**src/hw/rtl/voice_scope_phase_tracker_unit_macros.svh**
```systemverilog
// Assertion macros shared by the phase tracker RTL.
`ifndef VOICE_SCOPE_PHASE_TRACKER_UNIT_MACROS_SVH
`define VOICE_SCOPE_PHASE_TRACKER_UNIT_MACROS_SVH

`ifndef ASSERT_OFF
`define VSPT_ASSERT_SAME(lbl, ante, cons) \
	lbl: assert property (@(posedge clk) disable iff (!arst_n) (ante) |-> (cons)) \
		else $error("vspt check failed");
`define VSPT_ASSERT_NEXT(lbl, ante, cons) \
	lbl: assert property (@(posedge clk) disable iff (!arst_n) (ante) |=> (cons)) \
		else $error("vspt check failed");
`else
`define VSPT_ASSERT_SAME(lbl, ante, cons)
`define VSPT_ASSERT_NEXT(lbl, ante, cons)
`endif

`endif

```
**src/hw/rtl/vspt_pkg.sv**
```systemverilog
// Shared codes, widths and controller states of the phase tracker.
package vspt_pkg;

	localparam int FUNC_W        = 3;
	localparam int VOICE_W       = 2;
	localparam int RATE_INT_BITS = 10;

	typedef enum logic [FUNC_W-1:0] {
		FUNC_TICK    = 3'd0,
		FUNC_TRIGGER = 3'd1,
		FUNC_QUEUE   = 3'd2,
		FUNC_RATE    = 3'd3,
		FUNC_STOP    = 3'd4
	} func_t;

	typedef enum logic [2:0] {
		ST_IDLE,
		ST_READ,
		ST_EXEC,
		ST_DIV,
		ST_EMIT
	} ctl_state_t;

endpackage

```
**src/hw/rtl/vspt_in_if.sv**
```systemverilog
// Event and tick channel into the phase tracker.
interface vspt_in_if #(
	parameter int ADDRESS_BITS = 20,
	parameter int LENGTH_BITS  = 17,
	parameter int FRAC_BITS    = 16
) ();
	import vspt_pkg::*;

	logic                                valid;
	logic                                ready;
	logic [FUNC_W-1:0]                   func;
	logic [VOICE_W-1:0]                  voice;
	logic [ADDRESS_BITS-1:0]             segment_address;
	logic [LENGTH_BITS-1:0]              segment_length;
	logic                                segment_loops;
	logic [RATE_INT_BITS+FRAC_BITS-1:0]  step_rate_in;

	modport source (
		output valid, func, voice, segment_address, segment_length, segment_loops,
		       step_rate_in,
		input  ready
	);
	modport sink (
		input  valid, func, voice, segment_address, segment_length, segment_loops,
		       step_rate_in,
		output ready
	);
endinterface

```
**src/hw/rtl/vspt_out_if.sv**
```systemverilog
// Per-voice result channel out of the phase tracker.
interface vspt_out_if #(
	parameter int ADDRESS_BITS = 20,
	parameter int LENGTH_BITS  = 17
) ();
	import vspt_pkg::*;

	logic                    valid;
	logic                    ready;
	logic [VOICE_W-1:0]      out_voice;
	logic                    voice_on;
	logic [LENGTH_BITS-1:0]  read_offset;
	logic [ADDRESS_BITS-1:0] read_address;
	logic                    loop_mode;
	logic                    last;

	modport source (
		output valid, out_voice, voice_on, read_offset, read_address, loop_mode, last,
		input  ready
	);
	modport sink (
		input  valid, out_voice, voice_on, read_offset, read_address, loop_mode, last,
		output ready
	);
endinterface

```
**src/hw/rtl/vspt_rem_unit.sv**
```systemverilog
// Bit-serial restoring remainder of the integer phase by the segment length.
module vspt_rem_unit #(
	parameter int LENGTH_BITS = 17
) (
	input  logic                   clk,
	input  logic                   arst_n,
	input  logic                   start,
	input  logic [LENGTH_BITS:0]   dividend,
	input  logic [LENGTH_BITS-1:0] divisor,
	output logic                   done,
	output logic [LENGTH_BITS-1:0] remainder
);
	localparam int STEPS = LENGTH_BITS + 1;
	localparam int CNT_W = $clog2(STEPS + 1);

	logic [LENGTH_BITS:0]   dvd_q;
	logic [LENGTH_BITS-1:0] dsr_q;
	logic [LENGTH_BITS-1:0] rem_q;
	logic [CNT_W-1:0]       cnt_q;
	logic                   busy_q;
	logic                   done_q;

	logic [LENGTH_BITS:0]   trial;
	logic [LENGTH_BITS:0]   diff;
	logic [LENGTH_BITS-1:0] rem_nxt;

	// bring down one dividend bit; the partial remainder stays below the divisor
	always_comb begin
		trial   = {rem_q, dvd_q[LENGTH_BITS]};
		diff    = trial - {1'b0, dsr_q};
		rem_nxt = (trial >= {1'b0, dsr_q}) ? diff[LENGTH_BITS-1:0] : trial[LENGTH_BITS-1:0];
	end

	always_ff @(posedge clk or negedge arst_n) begin
		if (!arst_n) begin
			busy_q <= 1'b0;
			done_q <= 1'b0;
			cnt_q  <= '0;
		end else if (start) begin
			busy_q <= 1'b1;
			done_q <= 1'b0;
			cnt_q  <= CNT_W'(STEPS);
		end else if (busy_q) begin
			cnt_q <= cnt_q - 1'b1;
			if (cnt_q == CNT_W'(1)) begin
				busy_q <= 1'b0;
				done_q <= 1'b1;
			end
		end else begin
			done_q <= 1'b0;
		end
	end

	always_ff @(posedge clk) begin
		if (start) begin
			dvd_q <= dividend;
			dsr_q <= divisor;
			rem_q <= '0;
		end else if (busy_q) begin
			dvd_q <= dvd_q << 1;
			rem_q <= rem_nxt;
		end
	end

	assign done      = done_q;
	assign remainder = rem_q;
endmodule

```
**src/hw/rtl/voice_scope_phase_tracker_unit.sv**
```systemverilog
// Top level: voice state memory with read-modify-write controller.
// Events (trigger, queue, rate, stop) go through read and execute, then back to idle for the next accept.
// A tick walks the voices in order: read, update, then one result word per voice;
// a wrap that swaps in a non-empty pending segment also waits on the bit-serial
// remainder unit, and any stall on the result side holds the walk.
// Reset clears the per-voice valid bits, so every voice reads as all zero; no clear pass.
`include "voice_scope_phase_tracker_unit_macros.svh"

module voice_scope_phase_tracker_unit #(
	parameter int VOICES       = 4,
	parameter int FRAC_BITS    = 16,
	parameter int LENGTH_BITS  = 17,
	parameter int ADDRESS_BITS = 20
) (
	input  logic      clk,
	input  logic      arst_n,
	vspt_in_if.sink   cmd,
	vspt_out_if.source res
);
	import vspt_pkg::*;

	localparam int ACC_BITS  = LENGTH_BITS + 1 + FRAC_BITS;
	localparam int RATE_BITS = RATE_INT_BITS + FRAC_BITS;
	localparam int SUMW      = (ACC_BITS > RATE_BITS) ? ACC_BITS : RATE_BITS;
	localparam int VIDX_BITS = (VOICES > 1) ? $clog2(VOICES) : 1;

	typedef struct packed {
		logic [ACC_BITS-1:0]     acc;
		logic [RATE_BITS-1:0]    rate;
		logic [LENGTH_BITS-1:0]  cur_len;
		logic [LENGTH_BITS-1:0]  nxt_len;
		logic [ADDRESS_BITS-1:0] cur_base;
		logic [ADDRESS_BITS-1:0] nxt_base;
		logic                    cur_loop;
		logic                    nxt_loop;
		logic                    active;
		logic                    retrig;
		logic [LENGTH_BITS-1:0]  int_phase;
	} voice_rec_t;

	function automatic logic [ACC_BITS-1:0] acc_add(input logic [ACC_BITS-1:0] a,
	                                                input logic [RATE_BITS-1:0] r);
		return ACC_BITS'(SUMW'(a) + SUMW'(r));
	endfunction

	// state memory and per-voice valid bits
	voice_rec_t             voice_mem_q [VOICES];
	logic [VOICES-1:0]      valid_q;
	voice_rec_t             rd_data_s1;

	ctl_state_t             state_q, state_d;
	logic [VIDX_BITS-1:0]   idx_q;

	// latched item
	logic [FUNC_W-1:0]       func_q;
	logic [ADDRESS_BITS-1:0] addr_q;
	logic [LENGTH_BITS-1:0]  len_q;
	logic                    loops_q;
	logic [RATE_BITS-1:0]    rate_q;

	voice_rec_t             wk_q;

	// result register
	logic                    res_valid_q;
	logic [VOICE_W-1:0]      res_voice_q;
	logic                    res_on_q;
	logic [LENGTH_BITS-1:0]  res_offset_q;
	logic [ADDRESS_BITS-1:0] res_addr_q;
	logic                    res_loop_q;
	logic                    res_last_q;

	logic                    accept;
	logic                    cmd_go;
	logic                    rd_en;
	logic                    we;
	logic                    emit;
	logic                    wk_load;
	voice_rec_t              cur;
	voice_rec_t              nx;
	logic [ACC_BITS-1:0]     span;
	logic [ACC_BITS-1:0]     wrapped;
	logic [ACC_BITS-1:0]     rem_acc;
	logic                    div_start;
	logic                    div_done;
	logic [LENGTH_BITS-1:0]  div_rem;
	logic                    idx_last;

	assign accept   = cmd.valid && cmd.ready;
	assign cur      = valid_q[idx_q] ? rd_data_s1 : '0;
	assign span     = ACC_BITS'({cur.cur_len, {FRAC_BITS{1'b0}}});
	assign wrapped  = cur.acc - span;
	assign rem_acc  = ACC_BITS'({div_rem, wk_q.acc[FRAC_BITS-1:0]});
	assign idx_last = (idx_q == VIDX_BITS'(VOICES - 1));

	// a tick always runs; an event runs only for a known code and a voice in range
	always_comb begin
		cmd_go = 1'b0;
		if (cmd.func == FUNC_TICK) begin
			cmd_go = 1'b1;
		end else if ((cmd.func == FUNC_TRIGGER || cmd.func == FUNC_QUEUE ||
		              cmd.func == FUNC_RATE || cmd.func == FUNC_STOP) &&
		             (32'(cmd.voice) < 32'(VOICES))) begin
			cmd_go = 1'b1;
		end
	end

	always_comb begin
		state_d   = state_q;
		cmd.ready = (state_q == ST_IDLE);
		rd_en     = 1'b0;
		we        = 1'b0;
		emit      = 1'b0;
		wk_load   = 1'b0;
		div_start = 1'b0;
		nx        = cur;
		unique case (state_q)
			ST_IDLE: begin
				// ready is high here, so valid alone marks the accept
				if (cmd.valid && cmd_go) begin
					state_d = ST_READ;
				end
			end
			ST_READ: begin
				rd_en   = 1'b1;
				state_d = ST_EXEC;
			end
			ST_EXEC: begin
				unique case (func_q)
					FUNC_TICK: begin
						priority if (cur.retrig) begin
							nx.retrig    = 1'b0;
							nx.int_phase = '0;
							nx.acc       = ACC_BITS'(cur.rate);
						end else if (!cur.active) begin
							nx = cur;
						end else if (cur.cur_len == '0) begin
							nx.active    = 1'b0;
							nx.acc       = '0;
							nx.int_phase = '0;
						end else if (cur.acc >= span) begin
							// swap in the pending segment
							nx.cur_len  = cur.nxt_len;
							nx.cur_base = cur.nxt_base;
							nx.cur_loop = cur.nxt_loop;
							if (cur.nxt_len == '0) begin
								nx.active    = 1'b0;
								nx.acc       = '0;
								nx.int_phase = '0;
							end else begin
								nx.acc = wrapped;
							end
						end else begin
							nx.int_phase = LENGTH_BITS'(cur.acc >> FRAC_BITS);
							nx.acc       = acc_add(cur.acc, cur.rate);
						end
						if (cur.active && !cur.retrig && cur.cur_len != '0 &&
						    cur.acc >= span && cur.nxt_len != '0) begin
							wk_load   = 1'b1;
							div_start = 1'b1;
							state_d   = ST_DIV;
						end else begin
							we      = 1'b1;
							emit    = 1'b1;
							state_d = ST_EMIT;
						end
					end
					FUNC_TRIGGER: begin
						nx.cur_base = addr_q;
						nx.cur_len  = len_q;
						nx.cur_loop = loops_q;
						nx.nxt_base = addr_q;
						nx.nxt_len  = len_q;
						nx.nxt_loop = loops_q;
						nx.active   = 1'b1;
						nx.retrig   = 1'b1;
						we          = 1'b1;
						state_d     = ST_IDLE;
					end
					FUNC_QUEUE: begin
						nx.nxt_base = addr_q;
						nx.nxt_len  = len_q;
						nx.nxt_loop = loops_q;
						we          = 1'b1;
						state_d     = ST_IDLE;
					end
					FUNC_RATE: begin
						nx.rate = rate_q;
						we      = 1'b1;
						state_d = ST_IDLE;
					end
					FUNC_STOP: begin
						nx.active = 1'b0;
						nx.retrig = 1'b0;
						we        = 1'b1;
						state_d   = ST_IDLE;
					end
					default: begin
						state_d = ST_IDLE;
					end
				endcase
			end
			ST_DIV: begin
				nx = wk_q;
				if (div_done) begin
					nx.int_phase = div_rem;
					nx.acc       = acc_add(rem_acc, wk_q.rate);
					we           = 1'b1;
					emit         = 1'b1;
					state_d      = ST_EMIT;
				end
			end
			ST_EMIT: begin
				if (res.ready) begin
					state_d = idx_last ? ST_IDLE : ST_READ;
				end
			end
			default: begin
				state_d = ST_IDLE;
			end
		endcase
	end

	always_ff @(posedge clk or negedge arst_n) begin
		if (!arst_n) begin
			state_q     <= ST_IDLE;
			valid_q     <= '0;
			res_valid_q <= 1'b0;
			idx_q       <= '0;
		end else begin
			state_q <= state_d;
			if (we) begin
				valid_q[idx_q] <= 1'b1;
			end
			if (emit) begin
				res_valid_q <= 1'b1;
			end else if (res.ready) begin
				res_valid_q <= 1'b0;
			end
			if (accept) begin
				idx_q <= (cmd.func == FUNC_TICK) ? '0 : VIDX_BITS'(cmd.voice);
			end else if (state_q == ST_EMIT && res.ready && !idx_last) begin
				idx_q <= idx_q + 1'b1;
			end
		end
	end

	always_ff @(posedge clk) begin
		if (rd_en) begin
			rd_data_s1 <= voice_mem_q[idx_q];
		end
		if (we) begin
			voice_mem_q[idx_q] <= nx;
		end
	end

	always_ff @(posedge clk) begin
		if (accept) begin
			func_q  <= cmd.func;
			addr_q  <= cmd.segment_address;
			len_q   <= cmd.segment_length;
			loops_q <= cmd.segment_loops;
			rate_q  <= cmd.step_rate_in;
		end
		if (wk_load) begin
			wk_q <= nx;
		end
		if (emit) begin
			res_voice_q  <= VOICE_W'(idx_q);
			res_on_q     <= nx.active;
			res_offset_q <= nx.int_phase;
			res_addr_q   <= nx.cur_base + ADDRESS_BITS'(nx.int_phase);
			res_loop_q   <= nx.cur_loop;
			res_last_q   <= idx_last;
		end
	end

	vspt_rem_unit #(
		.LENGTH_BITS(LENGTH_BITS)
	) u_rem (
		.clk      (clk),
		.arst_n   (arst_n),
		.start    (div_start),
		.dividend (wrapped[ACC_BITS-1:FRAC_BITS]),
		.divisor  (cur.nxt_len),
		.done     (div_done),
		.remainder(div_rem)
	);

	assign res.valid        = res_valid_q;
	assign res.out_voice    = res_voice_q;
	assign res.voice_on     = res_on_q;
	assign res.read_offset  = res_offset_q;
	assign res.read_address = res_addr_q;
	assign res.loop_mode    = res_loop_q;
	assign res.last         = res_last_q;

	`VSPT_ASSERT_SAME(a_no_accept_while_result, cmd.ready, !res.valid)
	`VSPT_ASSERT_SAME(a_write_needs_busy, we, state_q != ST_IDLE && state_q != ST_READ)
	`VSPT_ASSERT_NEXT(a_div_done_emits, state_q == ST_DIV && div_done,
		state_q == ST_EMIT && res.valid)
	`VSPT_ASSERT_NEXT(a_last_ends_tick, res.valid && res.ready && res.last,
		state_q == ST_IDLE && !res.valid)
endmodule

```
**src/flat_wrapper.sv**
```systemverilog
// flat-port wrapper written by rule: the top's interface ports become plain ports
module voice_scope_phase_tracker_unit_flat import vspt_pkg::*;
#(
	parameter int VOICES       = 4,
	parameter int FRAC_BITS    = 16,
	parameter int LENGTH_BITS  = 17,
	parameter int ADDRESS_BITS = 20
)
  (clk, arst_n, cmd_valid, cmd_func, cmd_voice, cmd_segment_address, cmd_segment_length, cmd_segment_loops, cmd_step_rate_in, cmd_ready, res_valid, res_out_voice, res_voice_on, res_read_offset, res_read_address, res_loop_mode, res_last, res_ready);
  vspt_in_if #(.ADDRESS_BITS(ADDRESS_BITS), .LENGTH_BITS(LENGTH_BITS), .FRAC_BITS(FRAC_BITS)) cmd_i ();
  vspt_out_if #(.ADDRESS_BITS(ADDRESS_BITS), .LENGTH_BITS(LENGTH_BITS)) res_i ();
  input  logic clk;
  input  logic arst_n;
  input wire logic [$bits(cmd_i.valid)-1:0] cmd_valid;
  input wire logic [$bits(cmd_i.func)-1:0] cmd_func;
  input wire logic [$bits(cmd_i.voice)-1:0] cmd_voice;
  input wire logic [$bits(cmd_i.segment_address)-1:0] cmd_segment_address;
  input wire logic [$bits(cmd_i.segment_length)-1:0] cmd_segment_length;
  input wire logic [$bits(cmd_i.segment_loops)-1:0] cmd_segment_loops;
  input wire logic [$bits(cmd_i.step_rate_in)-1:0] cmd_step_rate_in;
  output wire logic [$bits(cmd_i.ready)-1:0] cmd_ready;
  output wire logic [$bits(res_i.valid)-1:0] res_valid;
  output wire logic [$bits(res_i.out_voice)-1:0] res_out_voice;
  output wire logic [$bits(res_i.voice_on)-1:0] res_voice_on;
  output wire logic [$bits(res_i.read_offset)-1:0] res_read_offset;
  output wire logic [$bits(res_i.read_address)-1:0] res_read_address;
  output wire logic [$bits(res_i.loop_mode)-1:0] res_loop_mode;
  output wire logic [$bits(res_i.last)-1:0] res_last;
  input wire logic [$bits(res_i.ready)-1:0] res_ready;
  assign cmd_i.valid = cmd_valid;
  assign cmd_i.func = cmd_func;
  assign cmd_i.voice = cmd_voice;
  assign cmd_i.segment_address = cmd_segment_address;
  assign cmd_i.segment_length = cmd_segment_length;
  assign cmd_i.segment_loops = cmd_segment_loops;
  assign cmd_i.step_rate_in = cmd_step_rate_in;
  assign cmd_ready = cmd_i.ready;
  assign res_valid = res_i.valid;
  assign res_out_voice = res_i.out_voice;
  assign res_voice_on = res_i.voice_on;
  assign res_read_offset = res_i.read_offset;
  assign res_read_address = res_i.read_address;
  assign res_loop_mode = res_i.loop_mode;
  assign res_last = res_i.last;
  assign res_i.ready = res_ready;
  voice_scope_phase_tracker_unit #(.VOICES(VOICES), .FRAC_BITS(FRAC_BITS), .LENGTH_BITS(LENGTH_BITS), .ADDRESS_BITS(ADDRESS_BITS)) u_core (.clk(clk), .arst_n(arst_n), .cmd(cmd_i), .res(res_i));
endmodule
```
**config.mk**
```make
export PLATFORM = sky130hd
export DESIGN_NAME = voice_scope_phase_tracker_unit_flat
export DESIGN_NICKNAME = d
export VERILOG_FILES = /design/src/hw/rtl/vspt_pkg.sv /design/src/hw/rtl/vspt_in_if.sv /design/src/hw/rtl/vspt_out_if.sv /design/src/hw/rtl/vspt_rem_unit.sv /design/src/hw/rtl/voice_scope_phase_tracker_unit.sv /design/src/flat_wrapper.sv
export VERILOG_INCLUDE_DIRS = /design/src /design/src/hw/rtl
export SDC_FILE = /design/constraint.sdc
export NUM_CORES = 2
export LEC_CHECK = 0
export BUFFER_PORTS_ARGS = -buffer_cell sky130_fd_sc_hd__buf_4
export CAP_MARGIN = 20
export CORE_MARGIN = 4
export CORE_UTILIZATION = 43
export DETAILED_ROUTE_END_ITERATION = 10
export GPL_ROUTABILITY_DRIVEN = 0
export SLEW_MARGIN = 0
export SYNTH_ARGS = -nofsm -noshare
export SYNTH_HDL_FRONTEND = slang
export SYNTH_SLANG_ARGS = --single-unit
```
**constraint.sdc**
```tcl
create_clock -name clk -period 19.9 [get_ports clk]
set_input_delay 3.98 -clock clk [delete_from_list [all_inputs] [get_ports clk]]
set_output_delay 3.98 -clock clk [all_outputs]
set_load 0.02 [all_outputs]
```
== Word level (Yosys, flattened, before mapping) ==
Memory sizes are Yosys's and may differ from the RTL's. A register that Yosys moved wholly into a read port is not among the register bits.
Cells that the tools add are included.
Word-level totals
  bits in registers: 333
  bits in writable memories: 620
  bits of input ports: 73
  output and inout port bits: 44
  logic and storage cells: 169
  memories kept: 1
Memory list
  u_core.voice_mem_q: depth 4, bits a word 155, read ports 1, clocked after memory_dff 1, wr ports 1, line voice_scope_phase_tracker_unit.sv:47  | voice_rec_t voice_mem_q [VOICES];
Operators by class
  $add $sub $neg: 7
  $lt $le $gt $ge: 4
  eq/ne operators: 18
  mux-type cells: 79
  bitwise operators: 1
  reduce and logical (&&, ||, !) cells: 27
Operators by type and width (number)
  $pmux 155 s2: 1
  $mux 34: 7
  $mux 17: 11
  $mux 155: 1
  $pmux 20 s2: 2
  $mux 77: 1
  $pmux 17 s2: 2
  $mux 20: 3
  $pmux 26 s2: 1
  $mux 18: 2
  $add 33x26->34: 1
  $add 34x26->34: 1
  $ge 34x33->1: 1
  $logic_not 17->1: 2
  $reduce_bool 17->1: 2
  $sub 34x33->34: 1
  $mux 1: 29
  $add 20x17->20: 1
  $eq 3x2->1 const B: 6
  $ge 18x17->1: 1
  $sub 17x17->17: 1
  $mux 3: 5
  $pmux 3 s5: 1
  $mux 5: 2
  24 further kinds: 51

== Depth between registers and ports, before layout ==
  word-level depth: 13
  depth in mapped cells: 34
  gate-level depth less buffers: 29

== Modules after synthesis ==
A second synthesis with hierarchy kept.
Second synthesis, totals
  cells, all modules: 3266
  area total of the unflattened synthesis: 48793.0 sq um
Modules (own cells, without submodules)
  voice_scope_phase_tracker_unit: instances 1, cells an instance 2965, area an instance 45541.2 sq um, sequential area each 31450.2 sq um
  vspt_rem_unit: instances 1, cells an instance 301, area an instance 3251.9 sq um, sequential area each 1566.5 sq um

== Worst setup path before layout ==
Ideal clock, no wire load.
  path type: flip-flop to flip-flop
  start: reg u_core.state_q[0]
  end: reg, netlist name u_core.rd_data_s1[0]
  setup time: 0.861 ns
  data arrival time: 11.304 ns
  data required time: 19.039 ns
  path slack: 7.735 ns
  cell stages (with the launch flop): 4
  buffers on the path: 1
  period minus slack after synthesis: 12.165 ns
  path through: dfrtp_1 -> clkbuf_1 -> clkinv_1 -> nor3_1
On the way
  word-level cells in the longest chain between the ends: 2
RTL lines
  from (decl): line voice_scope_phase_tracker_unit.sv:51  | ctl_state_t state_q, state_d;
  from (signal assigned): line voice_scope_phase_tracker_unit.sv:230  | state_q <= state_d;
  $eq 3x1->1: line voice_scope_phase_tracker_unit.sv:116  | unique case (state_q)
  $mux 1: line voice_scope_phase_tracker_unit.sv:116
Every way passes these cells.
A chain may end at the register's enable or synchronous reset.

==> results.toml <==
[worst_setup_path]
arrival_ns = 10.25
r2r_start = "u_core.idx_q[1]$_DFFE_PN0P_"
crit_fanout = 67
ff2ff_setup_slack_ns = 10.11
slowest_stage = "dfrtp_4"
cp_num_buf_inv = 4
cp_data_required_time_ns = 20.37
rr_worst_depth = 29
worstSetupStartpointType = "flip-flop"
critPathKind = "reg2reg"
crit_path_end_kind = "flip-flop"
cp_common_cell = "inv_1"
path_delay_family = "compound AO/OA/AOI/OAI gates"
cp_slowest_stage_delay_ns = 0.88
r2r-end = "u_core.res.read_address[18]$_DFFE_PP_"

[worst_hold_path]
holdPathEnd = "u_core.valid_q[1]$_DFFE_PN0P_"
hp-start = "u_core.valid_q[1]$_DFFE_PN0P_"
whs_path_depth = 1
worst_hold_path_type = "reg2reg"

[placement]
port_buffers = 116
dp_slack_ns = 10.24
post-dp-hpwl_um = 92600

[yosys]
synth_fp_nets = 3576
ys_seq_elements = 1108
yosys.area.top_type = "edfxtp_1"
ys_async_sr_fraction = 0.0153
yosysUniqueCellTypes = 77
syn_area_um2 = 49400
ys_seq_area_frac = 0.668
syn_area_per_cell_um2 = 14.6
synth_top_area_share = 0.652
synth_area_leaders = "edfxtp_1 65%, mux4_2 7.1%, ha_1 2.7%, nand2_1 2.2%, a21oi_1 2.2%"
syn_inst = 3391
yosysWarnings = 0
synth_edf_count = 1074
synth-main-ff-cell = "edfxtp_1"

[finish]
fin_nets = 3700
area_growth_pct = 13.1
drive_gt1_frac = 0.156
antennaDiodeCount = 0

[grt]
grt_pass1_wl_um = 208000
grt.overflow.total = 0
gr-usage-met2 = 0.353
grt_max_degree = 91
busiest_layer = "met2"
grtUsageMet1 = 0.334
gr-usage-met3 = 0.0440
antenna_found_initial = 6
groute.usage.overall = 0.231
grt_pass1_vias = 30400

[cts]
cts_tree = "done"
cts_root_buffer = "clkbuf_16"
numClockSinks = 1108
clock_path_buffers = 3
clkTransAtPathRegs_ns = 0.07
cts_made_buffers = 113
htree_levels = 3
ctsHoldBuffers = 0
cts_resized = 0
clk_latency_ns = 0.74
post_cts_buffers = 0

[timing]
finalSetupViolCount = 0
hold_viol_final = 0
worst_slew_pin_slew_ns = 1.21
setup_tns_ns = 0
finalClockSkew_ns = 0.0792
final.min_clock_period_ns = 9.79
slew-limit-headroom = 0.194
maxSlewViolCount = 0
max_freq_mhz = 102
fin_ws_ns = 10.11
rsz0062_at_grt = "no"
period_share = 0.492

[floorplanning]
core_um2 = 114000
die_w_um = 347
start_util = 0.433
die_area_um2 = 120000
die_h_um = 347
ios = 117
rows = 124

[drt]
drc = 0
firstDrtPassIters = 6
finalWirelength_um = 142000
num_vias = 31400
wl_per_cell_um = 27.7
via_per_inst = 6.12
ant_nets = 0
drtIter0Drc = 3618

[run]
max_cap_violations = 0

[power]
total_leakage_power_nw = 19.0
power_density_nw_per_um2 = 180
vdd_drop_max_v = 0.000100

[run_status]
status = "completed"
## worst max path at each step
| stage | from | end | slack [ns] | cells past startpoint |
|---|---|---|---|---|
| after global placement | u_core.idx_q[1]$_DFFE_PN0P_ | u_core.res.read_address[16]$_DFFE_PP_ | 10.51 | 26 |
| final | u_core.idx_q[1]$_DFFE_PN0P_ | u_core.res.read_address[18]$_DFFE_PP_ | 10.11 | 29 |
| after floorplan | u_core.state_q[0]$_DFFE_PN0P_ | u_core.rd_data_s1[0]$_DFFE_PP_ | 7.74 | 3 |
| after detailed placement | u_core.idx_q[1]$_DFFE_PN0P_ | u_core.res.read_address[18]$_DFFE_PP_ | 10.24 | 29 |
| after global routing | u_core.idx_q[1]$_DFFE_PN0P_ | u_core.res.read_address[18]$_DFFE_PP_ | 9.58 | 29 |
| after CTS | u_core.idx_q[1]$_DFFE_PN0P_ | u_core.res.read_address[18]$_DFFE_PP_ | 10.22 | 29 |
## where the power goes
part / total (mW) / switching, mW / internal, mW
Sequential: 3.76 / 0.305 / 3.45
Clock: 2.13 / 0.926 / 1.21
Combinational: 4.15 / 2.72 / 1.42
## stage by stage
step	std cells	hold slack, ns	total power, mW	instance area, µm²	util
2_1_floorplan	3391	0.451	6.52	49400	-
3_3_place_gp	4908	0.469	7.83	52100	0.456
3_5_place_dp	4909	0.476	7.89	52100	0.456
4_1_cts	5121	0.495	10.0	55900	0.489
5_1_grt	5124	0.507	10.6	55900	0.490
6_report	5124	0.496	10.0	55900	0.490
## placed cells by master, fill, tap and decap left out, types with 76 or more instances in the layout
cell       netlist  final
a21oi_1        215    215
a22oi_1         76     76
buf_4            3    189
clkbuf_16        0    113
edfxtp_1      1074   1074
ha_1           107    107
inv_1           89     87
mux4_2         156    155
nand2_1        288    286
nor2_1         159    156
o21ai_0        178    177
## sequential cells by signal (all words and copies together) (netlist names), 17 cells and up
register	count
u_core.addr_q	20
u_core.len_q	17
u_core.rate_q	26
u_core.rd_data_s1	155
u_core.res.read_address	20
u_core.res.read_offset	17
u_core.u_rem.dsr_q	17
u_core.u_rem.dvd_q	18
u_core.u_rem.remainder	17
u_core.voice_mem_q	620
u_core.wk_q	139
## cell type report
| class | count | area, µm² |
|---|---|---|
| tap | 1512 | 1890 |
| sequential | 1108 | 33000 |
| clock inverter | 83 | 867 |
| multi-input combinational | 2009 | 15400 |
| inverter | 90 | 345 |
| clock buffer | 129 | 2890 |
| timing repair buffer | 193 | 1480 |
| fill | 9777 | 58300 |
## synth_stat cells, drive strengths merged (22+ instances only)
| cell type | number |
|---|---|
| edfxtp | 1074 |
| nand2 | 288 |
| a21oi | 215 |
| o21ai | 188 |
| nor2 | 161 |
| mux4 | 156 |
| clkbuf | 139 |
| ha | 107 |
| inv | 89 |
| a22oi | 76 |
| xnor2 | 67 |
| and2 | 65 |
| nand3 | 59 |
| mux2i | 52 |
| o22ai | 50 |
| nor3 | 48 |
| buf | 45 |
| a21o | 34 |
| a221oi | 34 |
| o221ai | 31 |
| a22o | 28 |
| xor2 | 25 |
| o211ai | 24 |
| a211oi | 22 |
## cell families (layout without fill, tap and decap cells)
group	after synthesis	after routing	synth area share
multiplexers	213	213	0.0827
XOR/XNOR	92	92	0.0163
AND/OR/NAND/NOR	758	758	0.0719
flip-flops	1108	1108	0.668
adder cells (fa/ha/maj)	114	114	0.0295
buffers and inverters	274	495	0.0218
AO/OA/AOI/OAI	832	832	0.110
## per-layer routing
layer / wire (µm) / vias to the layer above
li1: - / 13600
met1: 60300 / 16000
met2: 64600 / 1473
met3: 12000 / 269
met4: 4790 / 4
met5: 35 / -
Power figures use the tool's default switching activity.
